--- src/rtl/i2b_pkg.sv ---
`default_nettype none
package i2b_pkg;

  localparam int MaxDigits = 64;
  localparam int MaxRadix  = 16;
  // at most MaxDigits - 1 digits are kept, never more than 63
  localparam int DigitLimit = (MaxDigits - 1 > 63) ? 63 : MaxDigits - 1;
  localparam int AddrW      = $clog2(MaxDigits);
  localparam int CountW     = $clog2(MaxDigits + 1);

  localparam logic [7:0] SignChar = 8'h2d;

  // configuration register indexes
  localparam int CfgIdxW = 2;
  localparam logic [CfgIdxW-1:0] RegBaseSize  = 2'd0;
  localparam logic [CfgIdxW-1:0] RegCharsLow  = 2'd1;
  localparam logic [CfgIdxW-1:0] RegCharsHigh = 2'd2;

  localparam logic [4:0]  BaseSizeReset  = 5'd10;
  localparam logic [63:0] CharsLowReset  = 64'd3978425819141910832;
  localparam logic [63:0] CharsHighReset = 64'd7378413942531504440;

  // datapath operations
  localparam logic [2:0] OpNop   = 3'd0;
  localparam logic [2:0] OpLoad  = 3'd1;
  localparam logic [2:0] OpDiv   = 3'd2;
  localparam logic [2:0] OpStore = 3'd3;
  localparam logic [2:0] OpSign  = 3'd4;
  localparam logic [2:0] OpRead  = 3'd5;
  localparam logic [2:0] OpEmit  = 3'd6;

  // wait conditions
  localparam logic [1:0] WaitNone = 2'd0;
  localparam logic [1:0] WaitIn   = 2'd1;
  localparam logic [1:0] WaitOut  = 2'd2;

  // branch conditions
  localparam logic [2:0] BrNever      = 3'd0;
  localparam logic [2:0] BrAlways     = 3'd1;
  localparam logic [2:0] BrDivBusy    = 3'd2;
  localparam logic [2:0] BrMoreDigits = 3'd3;
  localparam logic [2:0] BrMoreEmit   = 3'd4;

  // program steps
  localparam int StepW = 3;
  localparam logic [StepW-1:0] StepIdle  = 3'd0;
  localparam logic [StepW-1:0] StepDiv   = 3'd1;
  localparam logic [StepW-1:0] StepStore = 3'd2;
  localparam logic [StepW-1:0] StepSign  = 3'd3;
  localparam logic [StepW-1:0] StepRead  = 3'd4;
  localparam logic [StepW-1:0] StepEmit  = 3'd5;
  localparam logic [StepW-1:0] StepDone  = 3'd6;

  typedef struct packed {
    logic [2:0]       op;
    logic [1:0]       wait_sel;
    logic [2:0]       br_sel;
    logic [StepW-1:0] target;
  } ucode_t;

  typedef struct packed {
    logic [2:0] op;
    logic       fire;
  } ctrl_t;

  typedef struct packed {
    logic in_valid;
    logic out_free;
    logic div_busy;
    logic more_digits;
    logic more_emit;
  } status_t;

  function automatic logic [7:0] digit_char(input logic [63:0] lo, input logic [63:0] hi,
                                            input logic [3:0] d);
    logic [63:0] w;
    w = d[3] ? hi : lo;
    w = w >> {d[2:0], 3'b000};
    return w[7:0];
  endfunction

endpackage
`default_nettype wire

--- src/rtl/i2b_ucode_rom.sv ---
`default_nettype none
module i2b_ucode_rom
  import i2b_pkg::*;
(
  input  wire logic [StepW-1:0] step_i,
  output ucode_t                word_o
);

  always_comb begin
    case (step_i)
      StepIdle:  word_o = '{op: OpLoad,  wait_sel: WaitIn,   br_sel: BrNever,      target: StepIdle};
      StepDiv:   word_o = '{op: OpDiv,   wait_sel: WaitNone, br_sel: BrDivBusy,    target: StepDiv};
      StepStore: word_o = '{op: OpStore, wait_sel: WaitNone, br_sel: BrMoreDigits, target: StepDiv};
      StepSign:  word_o = '{op: OpSign,  wait_sel: WaitOut,  br_sel: BrNever,      target: StepIdle};
      StepRead:  word_o = '{op: OpRead,  wait_sel: WaitNone, br_sel: BrNever,      target: StepIdle};
      StepEmit:  word_o = '{op: OpEmit,  wait_sel: WaitOut,  br_sel: BrMoreEmit,   target: StepRead};
      StepDone:  word_o = '{op: OpNop,   wait_sel: WaitNone, br_sel: BrAlways,     target: StepIdle};
      default:   word_o = '{op: OpNop,   wait_sel: WaitNone, br_sel: BrAlways,     target: StepIdle};
    endcase
  end

endmodule
`default_nettype wire

--- src/rtl/i2b_sequencer.sv ---
`default_nettype none
module i2b_sequencer
  import i2b_pkg::*;
(
  input  wire logic             clk_i,
  input  wire logic             rst_ni,
  input  wire ucode_t           word_i,
  input  wire status_t          status_i,
  output logic [StepW-1:0]      step_o,
  output ctrl_t                 ctrl_o,
  output logic                  idle_o
);

  logic [StepW-1:0] step_q, step_d;
  logic             fire;
  logic             take;

  always_comb begin
    case (word_i.wait_sel)
      WaitNone: fire = 1'b1;
      WaitIn:   fire = status_i.in_valid;
      WaitOut:  fire = status_i.out_free;
      default:  fire = 1'b1;
    endcase
  end

  always_comb begin
    case (word_i.br_sel)
      BrNever:      take = 1'b0;
      BrAlways:     take = 1'b1;
      BrDivBusy:    take = status_i.div_busy;
      BrMoreDigits: take = status_i.more_digits;
      BrMoreEmit:   take = status_i.more_emit;
      default:      take = 1'b0;
    endcase
  end

  always_comb begin
    if (!fire) begin
      step_d = step_q;
    end else if (take) begin
      step_d = word_i.target;
    end else begin
      step_d = step_q + StepW'(1);
    end
  end

  always_ff @(posedge clk_i or negedge rst_ni) begin
    if (!rst_ni) begin
      step_q <= StepIdle;
    end else begin
      step_q <= step_d;
    end
  end

  assign step_o      = step_q;
  assign ctrl_o.op   = word_i.op;
  assign ctrl_o.fire = fire;
  assign idle_o      = (step_q == StepIdle);

endmodule
`default_nettype wire

--- src/rtl/i2b_digit_ram.sv ---
`default_nettype none
module i2b_digit_ram
  import i2b_pkg::*;
(
  input  wire logic             clk_i,
  input  wire logic             wr_en_i,
  input  wire logic [AddrW-1:0] wr_addr_i,
  input  wire logic [3:0]       wr_data_i,
  input  wire logic             rd_en_i,
  input  wire logic [AddrW-1:0] rd_addr_i,
  output logic [3:0]            rd_data_o
);

  logic [3:0] mem [MaxDigits];
  logic [3:0] rd_data_q;

  always_ff @(posedge clk_i) begin
    if (wr_en_i) begin
      mem[wr_addr_i] <= wr_data_i;
    end
    if (rd_en_i) begin
      rd_data_q <= mem[rd_addr_i];
    end
  end

  assign rd_data_o = rd_data_q;

endmodule
`default_nettype wire

--- src/rtl/i2b_datapath.sv ---
`default_nettype none
module i2b_datapath
  import i2b_pkg::*;
(
  input  wire logic               clk_i,
  input  wire logic               rst_ni,
  input  wire ctrl_t              ctrl_i,
  output status_t                 status_o,
  input  wire logic               in_valid_i,
  input  wire logic signed [63:0] value_i,
  output logic                    out_valid_o,
  input  wire logic               out_stall_i,
  output logic [7:0]              character_o,
  output logic                    last_o,
  input  wire logic               cfg_valid_i,
  input  wire logic [CfgIdxW-1:0] cfg_index_i,
  input  wire logic [63:0]        cfg_data_i,
  output logic                    wr_en_o,
  output logic [AddrW-1:0]        wr_addr_o,
  output logic [3:0]              wr_data_o,
  output logic                    rd_en_o,
  output logic [AddrW-1:0]        rd_addr_o,
  input  wire logic [3:0]         rd_data_i
);

  // eight restoring division steps on one byte of the dividend
  function automatic logic [11:0] div_byte(input logic [7:0] bits, input logic [3:0] rem,
                                          input logic [4:0] radix);
    logic [4:0] r;
    logic [4:0] t;
    logic [7:0] q;
    r = {1'b0, rem};
    q = '0;
    for (int i = 7; i >= 0; i--) begin
      t = {r[3:0], bits[i]};
      if (t >= radix) begin
        q[i] = 1'b1;
        r    = t - radix;
      end else begin
        r    = t;
      end
    end
    return {q, r[3:0]};
  endfunction

  logic [4:0]        base_q;
  logic [63:0]       lo_q;
  logic [63:0]       hi_q;
  logic [63:0]       mag_q, mag_d;
  logic [3:0]        rem_q, rem_d;
  logic [2:0]        chunk_q, chunk_d;
  logic [CountW-1:0] count_q, count_d;
  logic              neg_q, neg_d;
  logic              out_valid_q, out_valid_d;
  logic [7:0]        char_q, char_d;
  logic              last_q, last_d;

  logic [4:0]        radix;
  logic [63:0]       v_sat;
  logic [11:0]       div_res;
  logic [CountW-1:0] count_inc;
  logic              out_free;
  logic              act;

  always_comb begin
    if (base_q < 5'd2) begin
      radix = 5'd2;
    end else if (base_q > 5'(MaxRadix)) begin
      radix = 5'(MaxRadix);
    end else begin
      radix = base_q;
    end
  end

  // most negative value saturates one step up
  assign v_sat = (value_i == {1'b1, 63'd0}) ? {1'b1, 62'd0, 1'b1} : value_i;

  assign div_res   = div_byte(mag_q[63:56], rem_q, radix);
  assign count_inc = count_q + CountW'(1);
  assign out_free  = !out_valid_q || !out_stall_i;

  assign status_o.in_valid    = in_valid_i;
  assign status_o.out_free    = out_free;
  assign status_o.div_busy    = (chunk_q != 3'd7);
  assign status_o.more_digits = (mag_q != 64'd0) && (count_inc < CountW'(DigitLimit));
  assign status_o.more_emit   = (count_q != CountW'(1));

  assign act = ctrl_i.fire;

  always_comb begin
    mag_d       = mag_q;
    rem_d       = rem_q;
    chunk_d     = chunk_q;
    count_d     = count_q;
    neg_d       = neg_q;
    char_d      = char_q;
    last_d      = last_q;
    out_valid_d = out_valid_q && out_stall_i;
    wr_en_o     = 1'b0;
    rd_en_o     = 1'b0;
    if (act) begin
      case (ctrl_i.op)
        OpLoad: begin
          neg_d   = v_sat[63];
          mag_d   = v_sat[63] ? (~v_sat + 64'd1) : v_sat;
          rem_d   = '0;
          chunk_d = '0;
          count_d = '0;
        end
        OpDiv: begin
          // quotient bits shift in behind the dividend
          mag_d   = {mag_q[55:0], div_res[11:4]};
          rem_d   = div_res[3:0];
          chunk_d = chunk_q + 3'd1;
        end
        OpStore: begin
          wr_en_o = 1'b1;
          count_d = count_inc;
          rem_d   = '0;
        end
        OpSign: begin
          if (neg_q) begin
            out_valid_d = 1'b1;
            char_d      = SignChar;
            last_d      = 1'b0;
          end
        end
        OpRead: begin
          rd_en_o = 1'b1;
        end
        OpEmit: begin
          out_valid_d = 1'b1;
          char_d      = digit_char(lo_q, hi_q, rd_data_i);
          last_d      = (count_q == CountW'(1));
          count_d     = count_q - CountW'(1);
        end
        OpNop: begin
          mag_d = '0;
        end
        default: begin
          mag_d = mag_q;
        end
      endcase
    end
  end

  assign wr_addr_o = count_q[AddrW-1:0];
  assign wr_data_o = rem_q;
  assign rd_addr_o = AddrW'(count_q - CountW'(1));

  always_ff @(posedge clk_i or negedge rst_ni) begin
    if (!rst_ni) begin
      base_q      <= BaseSizeReset;
      lo_q        <= CharsLowReset;
      hi_q        <= CharsHighReset;
      mag_q       <= '0;
      rem_q       <= '0;
      chunk_q     <= '0;
      count_q     <= '0;
      neg_q       <= 1'b0;
      out_valid_q <= 1'b0;
    end else begin
      if (cfg_valid_i) begin
        case (cfg_index_i)
          RegBaseSize:  base_q <= cfg_data_i[4:0];
          RegCharsLow:  lo_q   <= cfg_data_i;
          RegCharsHigh: hi_q   <= cfg_data_i;
          default:      base_q <= base_q;
        endcase
      end
      mag_q       <= mag_d;
      rem_q       <= rem_d;
      chunk_q     <= chunk_d;
      count_q     <= count_d;
      neg_q       <= neg_d;
      out_valid_q <= out_valid_d;
    end
  end

  always_ff @(posedge clk_i) begin
    char_q <= char_d;
    last_q <= last_d;
  end

  assign out_valid_o = out_valid_q;
  assign character_o = char_q;
  assign last_o      = last_q;

endmodule
`default_nettype wire

--- src/rtl/integer_to_base_digits_core.sv ---
`default_nettype none
// integer to text in a configurable radix (2 to 16)
//
// input channel: value_i with in_valid_i / in_stall_o; a word is taken while the
// core is idle. output channel: character_o and last_o with out_valid_o /
// out_stall_i, one character per word, most significant first, a leading '-'
// for negative values, last_o high on the final digit.
// configuration: cfg_valid_i / cfg_ready_o with cfg_index_i (0 base size,
// 1 digit characters 0 to 7, 2 digit characters 8 to 15) and cfg_data_i;
// writes are expected only while the core is idle.
// timing: a microcoded sequencer drives one shared divider that retires one
// byte of the 64-bit magnitude per cycle, so each digit costs a divide step per
// byte and a store step. an item then runs a sign step, a read and an emit
// step per digit and a done step before the next word is taken, and any
// stall from the receiver holds it.
// reset clears the sequencer and output valid and restores the default base
// and characters. a stalled output holds its character and the sequencer waits
// on the emit step until it is taken.
module integer_to_base_digits_core
  import i2b_pkg::*;
(
  input  wire logic               clk_i,
  input  wire logic               rst_ni,
  input  wire logic               in_valid_i,
  output logic                    in_stall_o,
  input  wire logic signed [63:0] value_i,
  output logic                    out_valid_o,
  input  wire logic               out_stall_i,
  output logic [7:0]              character_o,
  output logic                    last_o,
  input  wire logic               cfg_valid_i,
  output logic                    cfg_ready_o,
  input  wire logic [CfgIdxW-1:0] cfg_index_i,
  input  wire logic [63:0]        cfg_data_i
);

  logic [StepW-1:0] step;
  ucode_t           word;
  ctrl_t            ctrl;
  status_t          status;
  logic             idle;
  logic             wr_en;
  logic [AddrW-1:0] wr_addr;
  logic [3:0]       wr_data;
  logic             rd_en;
  logic [AddrW-1:0] rd_addr;
  logic [3:0]       rd_data;

  i2b_ucode_rom u_rom (
    .step_i (step),
    .word_o (word)
  );

  i2b_sequencer u_seq (
    .clk_i    (clk_i),
    .rst_ni   (rst_ni),
    .word_i   (word),
    .status_i (status),
    .step_o   (step),
    .ctrl_o   (ctrl),
    .idle_o   (idle)
  );

  i2b_digit_ram u_ram (
    .clk_i     (clk_i),
    .wr_en_i   (wr_en),
    .wr_addr_i (wr_addr),
    .wr_data_i (wr_data),
    .rd_en_i   (rd_en),
    .rd_addr_i (rd_addr),
    .rd_data_o (rd_data)
  );

  i2b_datapath u_dp (
    .clk_i       (clk_i),
    .rst_ni      (rst_ni),
    .ctrl_i      (ctrl),
    .status_o    (status),
    .in_valid_i  (in_valid_i),
    .value_i     (value_i),
    .out_valid_o (out_valid_o),
    .out_stall_i (out_stall_i),
    .character_o (character_o),
    .last_o      (last_o),
    .cfg_valid_i (cfg_valid_i),
    .cfg_index_i (cfg_index_i),
    .cfg_data_i  (cfg_data_i),
    .wr_en_o     (wr_en),
    .wr_addr_o   (wr_addr),
    .wr_data_o   (wr_data),
    .rd_en_o     (rd_en),
    .rd_addr_o   (rd_addr),
    .rd_data_i   (rd_data)
  );

  assign in_stall_o  = !idle;
  assign cfg_ready_o = 1'b1;

endmodule
`default_nettype wire
--- config.mk ---
export PLATFORM = sky130hd
export DESIGN_NAME = integer_to_base_digits_core
export DESIGN_NICKNAME = d
export VERILOG_FILES = /design/src/rtl/i2b_pkg.sv /design/src/rtl/i2b_ucode_rom.sv /design/src/rtl/i2b_sequencer.sv /design/src/rtl/i2b_digit_ram.sv /design/src/rtl/i2b_datapath.sv /design/src/rtl/integer_to_base_digits_core.sv
export SDC_FILE = /design/constraint.sdc
export NUM_CORES = 1
export LEC_CHECK = 0
export BUFFER_PORTS_ARGS = -buffer_cell sky130_fd_sc_hd__buf_2
export CORE_MARGIN = 2
export CORE_UTILIZATION = 50
export CTS_BUF_LIST = sky130_fd_sc_hd__clkbuf_4
export CTS_CLUSTER_DIAMETER = 40
export DETAILED_ROUTE_END_ITERATION = 7
export PLACE_DENSITY = 0.68
export SYNTH_ARGS = -nofsm -noshare
export SYNTH_HDL_FRONTEND = slang
export SYNTH_SLANG_ARGS = --single-unit
export TNS_END_PERCENT = 1
--- constraint.sdc ---
create_clock -name clk_i -period 18.2 [get_ports clk_i]
set_input_delay 3.64 -clock clk_i [delete_from_list [all_inputs] [get_ports clk_i]]
set_output_delay 3.64 -clock clk_i [all_outputs]
set_load 0.05 [all_outputs]
==> results.sh, run 1 <==
export IMPL_status="finished clean"
export IMPL_cp_num_buf_inv=3
export IMPL_io_pins=147
export IMPL_max_freq_ghz=0.0798
export IMPL_synth_top_cells_by_area="edfxtp_1, dfrtp_1, mux4_2, mux2_2, dfstp_2"
export IMPL_min_path_cells=1
export IMPL_synth_edf_count=269
export IMPL_yosys_area_top_type_share_pct=33.8
export IMPL_grt_pass1_vias=16249
export IMPL_area_growth_pct=12.6
export IMPL_rsz0062_at_grt="no"
export IMPL_final_cell_mix="edfxtp_1, clkbuf_4, dfrtp_1"
export IMPL_placed_cell_area_mm2=0.0253
export IMPL_path_class="flop to flop"
export IMPL_cts_tree="done"
export IMPL_postSynthAreaPerCell_um2=13.9
export IMPL_routed_wirelength_um=57800
export IMPL_required_ns=18.92
export IMPL_ant_nets=0
export IMPL_grt_pass1_wl_um=90500
export IMPL_syn_inst=1724
export IMPL_ys_types=78
export IMPL_final_area_mm2=0.0269
export IMPL_crit_path_end_kind="flop"
export IMPL_ctsResizeCount=0
export IMPL_clkTransAtPathRegs_ns=0.07
export IMPL_ys_ff_latch=485
export IMPL_grt_max_degree=99
export IMPL_muxShareOfSynthArea_pct=18.1
export IMPL_viasPerCell=5.95
export IMPL_cts_buffer_depth=3
export IMPL_hold_ws_ns=0.501
export IMPL_drv_cap=0
export IMPL_initial_core_util_pct=50.4
export IMPL_fin_crit_sh_pct=68.9
export IMPL_maxSlewViolCount=0
export IMPL_cts_max_level=3
export IMPL_synth_compound_area_share_pct=8.46
export IMPL_cp_top_family="compound AO/OA/AOI/OAI gates"
export IMPL_vias=15728
export IMPL_antenna_found_initial=10
export IMPL_root_buffer="clkbuf_4"
export IMPL_drc=0
export IMPL_crit_path_frequent_cell="ha_1"
export IMPL_hold_violations=0
export IMPL_synth_area_mm2=0.0239
export IMPL_synth_xor_area_share_pct=2.97
export IMPL_skew_ns=0.0473
export IMPL_async_reset_ff_share_pct=44.5
export IMPL_max_slew_margin_pct=23.3
export IMPL_reg2reg_depth=48
export IMPL_ys_flop_type="edfxtp_1"
export IMPL_die_area_mm2=0.0496
export IMPL_first_pass_iters=7
export IMPL_synth_top_family_by_area="multiplexers"
export IMPL_synth_top_cell_by_area="edfxtp_1"
export IMPL_synth_simple_area_share_pct=8.17
export IMPL_clk_latency_ns=0.87
export IMPL_portBuffers=145
export IMPL_tightest_slew_ns=1.15
export IMPL_setup_violations=0
export IMPL_period_minus_slack_ns=12.54
export IMPL_final_nets=2119
export IMPL_drive_gt1_share_pct=36.1
export IMPL_ctsHoldBuffers=0
export IMPL_cp_data_arrival_time_ns=13.26
export IMPL_yosys_warnings=0
export IMPL_fin_setup_tns_ns=0
export IMPL_synth_fa_ha_area_share_pct=3.48
export IMPL_cts_setup_buffers=0
export IMPL_cp_depth=48
export IMPL_slowest_stage="o21ai_1"
export IMPL_track_usage_pct=23.5
export IMPL_path_max_fanout=12
export IMPL_core_mm2=0.0474
export IMPL_rows=80
export IMPL_globalplace_congestion=0.859
export IMPL_mostFrequentLayoutCell="edfxtp_1"
export IMPL_dpl_hpwl_um=38600
export IMPL_cts_sinks=485
export IMPL_wl_per_cell_um=21.9
export IMPL_syn_num_nets=1920
export IMPL_cts_buffers=121
export IMPL_die_height_um=223
export IMPL_grt_overflow_total=0
export IMPL_die_x_um=223
export IMPL_drt_iter0_markers=1268
export IMPL_max_stage_delay_ns=0.61
export IMPL_yosysSeqAreaShare_pct=56.7
export IMPL_min_path_type="flop to flop"
export IMPL_startpoint_type="flop"
[path summary, 6_finish.rpt]
check,startpoint,end,slack [ns]
max,u_dp.base_q[4],u_dp.wr_data_o[2],5.66
min,u_dp.lo_q[55],u_dp.lo_q[55],0.50
max reg2reg,u_dp.base_q[4],u_dp.wr_data_o[2],5.66
min reg2reg,u_dp.lo_q[55],u_dp.lo_q[55],0.50
max in group asynchronous,rst_ni,u_dp.count_q[0],13.96
min in group asynchronous,rst_ni,u_dp.mag_q[29],2.78
[Yosys cell counts, drive strengths merged (3+ instances only)]
| cell | instances |
|---|---|
| a21o | 22 |
| a21oi | 72 |
| a221oi | 3 |
| a22o | 5 |
| a22oi | 23 |
| a31o | 3 |
| a31oi | 9 |
| and2 | 9 |
| and3 | 3 |
| buf | 20 |
| clkbuf | 74 |
| dfrtp | 158 |
| dfstp | 58 |
| edfxtp | 269 |
| fa | 8 |
| ha | 53 |
| inv | 41 |
| mux2 | 140 |
| mux2i | 5 |
| mux4 | 120 |
| nand2 | 79 |
| nand2b | 13 |
| nand3 | 30 |
| nand3b | 8 |
| nand4 | 8 |
| nor2 | 134 |
| nor2b | 8 |
| nor3 | 15 |
| nor3b | 4 |
| nor4 | 27 |
| o211ai | 10 |
| o21ai | 63 |
| o221ai | 6 |
| o22ai | 37 |
| o31ai | 21 |
| o41ai | 12 |
| or2 | 10 |
| or3 | 21 |
| or4 | 12 |
| xnor2 | 29 |
| xor2 | 52 |
[cell families (layout without fill, tap and decap cells)]
logic type / after synthesis / in the layout
XOR/XNOR: 81 / 81
buffers and inverters: 135 / 428
AND/OR/NAND/NOR: 388 / 388
other: 1 / 11
AO/OA/AOI/OAI: 307 / 307
multiplexers: 265 / 265
flip-flops: 485 / 485
adder cells (fa/ha/maj): 62 / 62
[through the flow]
step	utilization (%)	setup slack, ns	cells
finish	56.8	5.66	2642
global route	56.8	4.55	2640
CTS	56.7	5.69	2632
detailed placement	53.3	5.77	2415
global placement	53.3	6.30	2415
floorplan	-	7.26	1724
[metal layers]
metal,share of wire (%),vias up,track usage [%]
met2,49,579,37.9
met5,0.066,-,0
met1,41,7886,30.7
li1,-,7153,-
met3,7.1,104,6.37
met4,2.7,6,9.07
[state kept, by name, summed over array words and instances, names as in the netlist]
| signal | cells |
|---|---|
| u_seq.step_o | 3 |
| u_dp.hi_q | 64 |
| u_ram.mem | 256 |
| u_dp.character_o | 8 |
| u_dp.lo_q | 64 |
| u_dp.base_q | 5 |
| u_dp.mag_q | 64 |
| u_dp.wr_data_o | 4 |
| u_dp.neg_q | 1 |
| u_dp.chunk_q | 3 |
| u_dp.out_valid_o | 1 |
| u_ram.rd_data_o | 4 |
| u_dp.count_q | 7 |
| u_dp.last_o | 1 |
[cell type report]
class	count	area [um^2]
multi-input combinational	1104	9900
timing repair buffer	170	923
clock buffer	194	1460
inverter	41	154
fill	3875	20500
tap	615	769
clock inverter	23	149
antenna	10	25.0
sequential	485	13600
Power of run 1 is not shown: default switching activity piles up to over one toggle a cycle in this logic, so the estimate is an artifact.
==> run 2: changes to the inputs <==
--- a/config.mk
+++ b/config.mk
@@ -5,13 +5,14 @@
 export SDC_FILE = /design/constraint.sdc
 export NUM_CORES = 1
 export LEC_CHECK = 0
+export ABC_AREA = 1
 export BUFFER_PORTS_ARGS = -buffer_cell sky130_fd_sc_hd__buf_2
 export CORE_MARGIN = 2
 export CORE_UTILIZATION = 50
 export CTS_BUF_LIST = sky130_fd_sc_hd__clkbuf_4
 export CTS_CLUSTER_DIAMETER = 40
 export DETAILED_ROUTE_END_ITERATION = 7
-export PLACE_DENSITY = 0.68
+export PLACE_DENSITY = 0.7
 export SYNTH_ARGS = -nofsm -noshare
 export SYNTH_HDL_FRONTEND = slang
 export SYNTH_SLANG_ARGS = --single-unit
==> constraint.sdc (replaced) <==
create_clock -name clk_i -period 10.59 [get_ports clk_i]
set_input_delay 2.118 -clock clk_i [delete_from_list [all_inputs] [get_ports clk_i]]
set_output_delay 2.118 -clock clk_i [all_outputs]
set_load 0.05 [all_outputs]
==> run 2 against run 1 <==
Compared with the run above: non-clock buffer count grew 50; utilization rose by 1.4 points; cell count grew 41%; sequential share of layout area shrank 2.7 points; flip-flop and latch count did not move; critical path depth grew 24; count of clock-buffer cells in the layout shrank 4; register-to-register slack worse by 5.6 ns; global-route usage rose by 3.5 points; critical endpoint is now u_dp.wr_data_o[0]; highest routed layer unchanged.
==> results.sh, run 2 <==
export IMPL_status="finished clean"
export IMPL_num_fill_cells=4205
export IMPL_clkTransAtPathRegs_ns=0.06
export IMPL_synth_most_common_cell="nor2_1"
export IMPL_rows=81
export IMPL_async_reset_ff_share_pct=44.5
export IMPL_grt_pass1_vias=20523
export IMPL_grt_overflow_total=0
export IMPL_synth_edf_count=269
export IMPL_startpoint_type="flop"
export IMPL_ys_flop_type="edfxtp_1"
export IMPL_ys_ff_latch=485
export IMPL_worst_slack_ns=0.0681
export IMPL_top_register="u_ram.mem"
export IMPL_synth_top_cell_by_area="edfxtp_1"
export IMPL_path_max_fanout=8
export IMPL_vias=21408
export IMPL_portBuffers=145
export IMPL_grt_pass1_wl_um=108000
export IMPL_wl_per_cell_um=18.9
export IMPL_cts_buffers=117
export IMPL_root_buffer="clkbuf_4"
export IMPL_ant_nets=0
export IMPL_globalplace_congestion=0.935
export IMPL_period_minus_slack_ns=10.52
export IMPL_maxSlewViolCount=0
export IMPL_drt_iter0_markers=2101
export IMPL_crit_path_end_kind="flop"
export IMPL_skew_ns=0.0541
export IMPL_tightest_slew_ns=1.23
export IMPL_syn_inst=2766
export IMPL_hold_violations=0
export IMPL_synth_top_cells_by_area="edfxtp_1, dfrtp_1, o21ai_0, nor2_1, dfstp_2"
export IMPL_die_area_mm2=0.0514
export IMPL_dpl_hpwl_um=45900
export IMPL_max_slew_margin_pct=18.2
export IMPL_synth_area_mm2=0.0248
export IMPL_final_cell_mix="nor2_1, o21ai_0, nand2_1"
export IMPL_yosysSeqAreaShare_pct=54.6
export IMPL_largest_reg_flops=256
export IMPL_clk_latency_ns=0.90
export IMPL_ys_types=52
export IMPL_final_nets=3156
export IMPL_drc=0
export IMPL_synth_common_cells="nor2_1, o21ai_0, nand2_1"
export IMPL_cp_num_buf_inv=9
export IMPL_cp_top_family="compound AO/OA/AOI/OAI gates"
export IMPL_cts_sinks=485
export IMPL_drive_gt1_share_pct=20.0
export IMPL_mostFrequentLayoutCell="nor2_1"
export IMPL_track_usage_pct=27.0
export IMPL_max_freq_ghz=0.0950
export IMPL_io_pins=147
export IMPL_first_pass_iters=5
export IMPL_setup_violations=0
export IMPL_grt_max_degree=139
export IMPL_die_x_um=227
export IMPL_die_height_um=227
export IMPL_routed_wirelength_um=70300
export IMPL_max_stage_delay_ns=0.58
export IMPL_cp_data_arrival_time_ns=11.28
export IMPL_fin_crit_sh_pct=99.4
export IMPL_cts_max_level=3
export IMPL_utilization_pct=58.2
export IMPL_path_class="flop to flop"
export IMPL_drv_cap=0
export IMPL_syn_num_nets=2962
export IMPL_fin_setup_tns_ns=0
export IMPL_yosys_area_top_type_share_pct=32.6
export IMPL_yosys_warnings=0
export IMPL_slowest_stage="dfstp_2"
export IMPL_viasPerCell=5.74
export IMPL_multiInputGateArea_mm2=0.0104
export IMPL_core_mm2=0.0490
export IMPL_cts_tree="done"
export IMPL_seqCellArea_mm2=0.0136
export IMPL_crit_path_frequent_cell="nand2_2"
export IMPL_antenna_found_initial=3
export IMPL_hold_ws_ns=0.481
export IMPL_required_ns=11.35
export IMPL_min_path_type="flop to flop"
export IMPL_postSynthAreaPerCell_um2=8.97
export IMPL_initial_core_util_pct=50.7
export IMPL_cts_buffer_depth=3
export IMPL_rsz0062_at_grt="yes"
export IMPL_area_growth_pct=14.8
export IMPL_post_place_ws_ns=-0.644
==> run 2: cell count changes after synthesis, sizes merged, moves of 23 or more <==
cell	before	now
nand3	30	97
nand2	79	396
nor2	134	476
inv	41	219
o211ai	10	40
xnor2	29	6
mux2	140	0
a21oi	72	179
clkbuf	74	111
mux4	120	0
o221ai	6	38
xor2	52	18
o21ai	63	411
==> run 2: metal layers <==
metal	share of wire, %	up-vias	GRT usage, %
li1	-	10022	-
met1	42	10330	36.8
met2	47	918	43.5
met3	7.2	134	4.12
met4	2.8	4	10.8
met5	0.044	-	0
==> run 2: cell families after synthesis <==
| kind of cell | Yosys count | synth area share [%] |
|---|---|---|
| xor gates and xnor gates | 24 | 0.877 |
| muxes | 15 | 0.605 |
| and+or+nand+nor | 1054 | 17.6 |
| DFF | 485 | 54.6 |
| AOI/OAI and AO/OA | 762 | 17.2 |
| buffers and inverters | 364 | 5.73 |
| adders and majority gates | 61 | 3.32 |
| other | 1 | 0.0151 |
==> run 2: per-stage QoR <==
| step | instances | area (um^2) |
|---|---|---|
| 2_1_floorplan | 2766 | 24800 |
| 3_3_place_gp | 3475 | 26200 |
| 3_5_place_dp | 3475 | 26200 |
| 4_1_cts | 3699 | 27900 |
| 5_1_grt | 3727 | 28500 |
| 6_report | 3727 | 28500 |
==> run 2: final timing paths <==
path / startpoint / to / slack, ns / cells past startpoint
setup reg to reg: u_dp.base_q[1] / u_dp.wr_data_o[0] / 0.07 / 72
hold reg to reg: u_dp.lo_q[2] / u_dp.lo_q[2] / 0.48 / 2
setup / recovery: u_dp.base_q[1] / u_dp.wr_data_o[0] / 0.07 / 72
min in group asynchronous: rst_ni / u_dp.hi_q[52] / 1.16 / 1
hold / removal: u_dp.lo_q[2] / u_dp.lo_q[2] / 0.48 / 2
max in group asynchronous: rst_ni / u_dp.count_q[0] / 7.96 / 2
==> run 2: cell type report <==
class	instances	share of cell area, %
multi-input combinational	1917	36.4
sequential	485	47.6
clock buffer	190	5.01
antenna	1	0.00879
clock inverter	31	0.558
timing repair buffer	220	4.63
tap	664	2.92
inverter	219	2.90
==> run 2: worst reg2reg max path: cells and delay by family (launching register included) <==
family | cells | cell delay, ns
adder cells (fa/ha/maj) | 8 | 1.98
flip-flops | 1 | 0.58
AND/OR/NAND/NOR | 33 | 3.45
AO/OA/AOI/OAI | 22 | 3.57
buffers and inverters | 9 | 0.86
==> run 2: repair_timing <==
| item | in CTS | in global routing |
|---|---|---|
| endpoints found under the setup margin | 5 | 6 |
| pin swaps | 8 | 67 |
| resized for setup | 24 | 102 |
| hold buffers | 0 | 0 |
| setup buffers | 3 | 27 |
Power of run 2 is left out for the same reason.
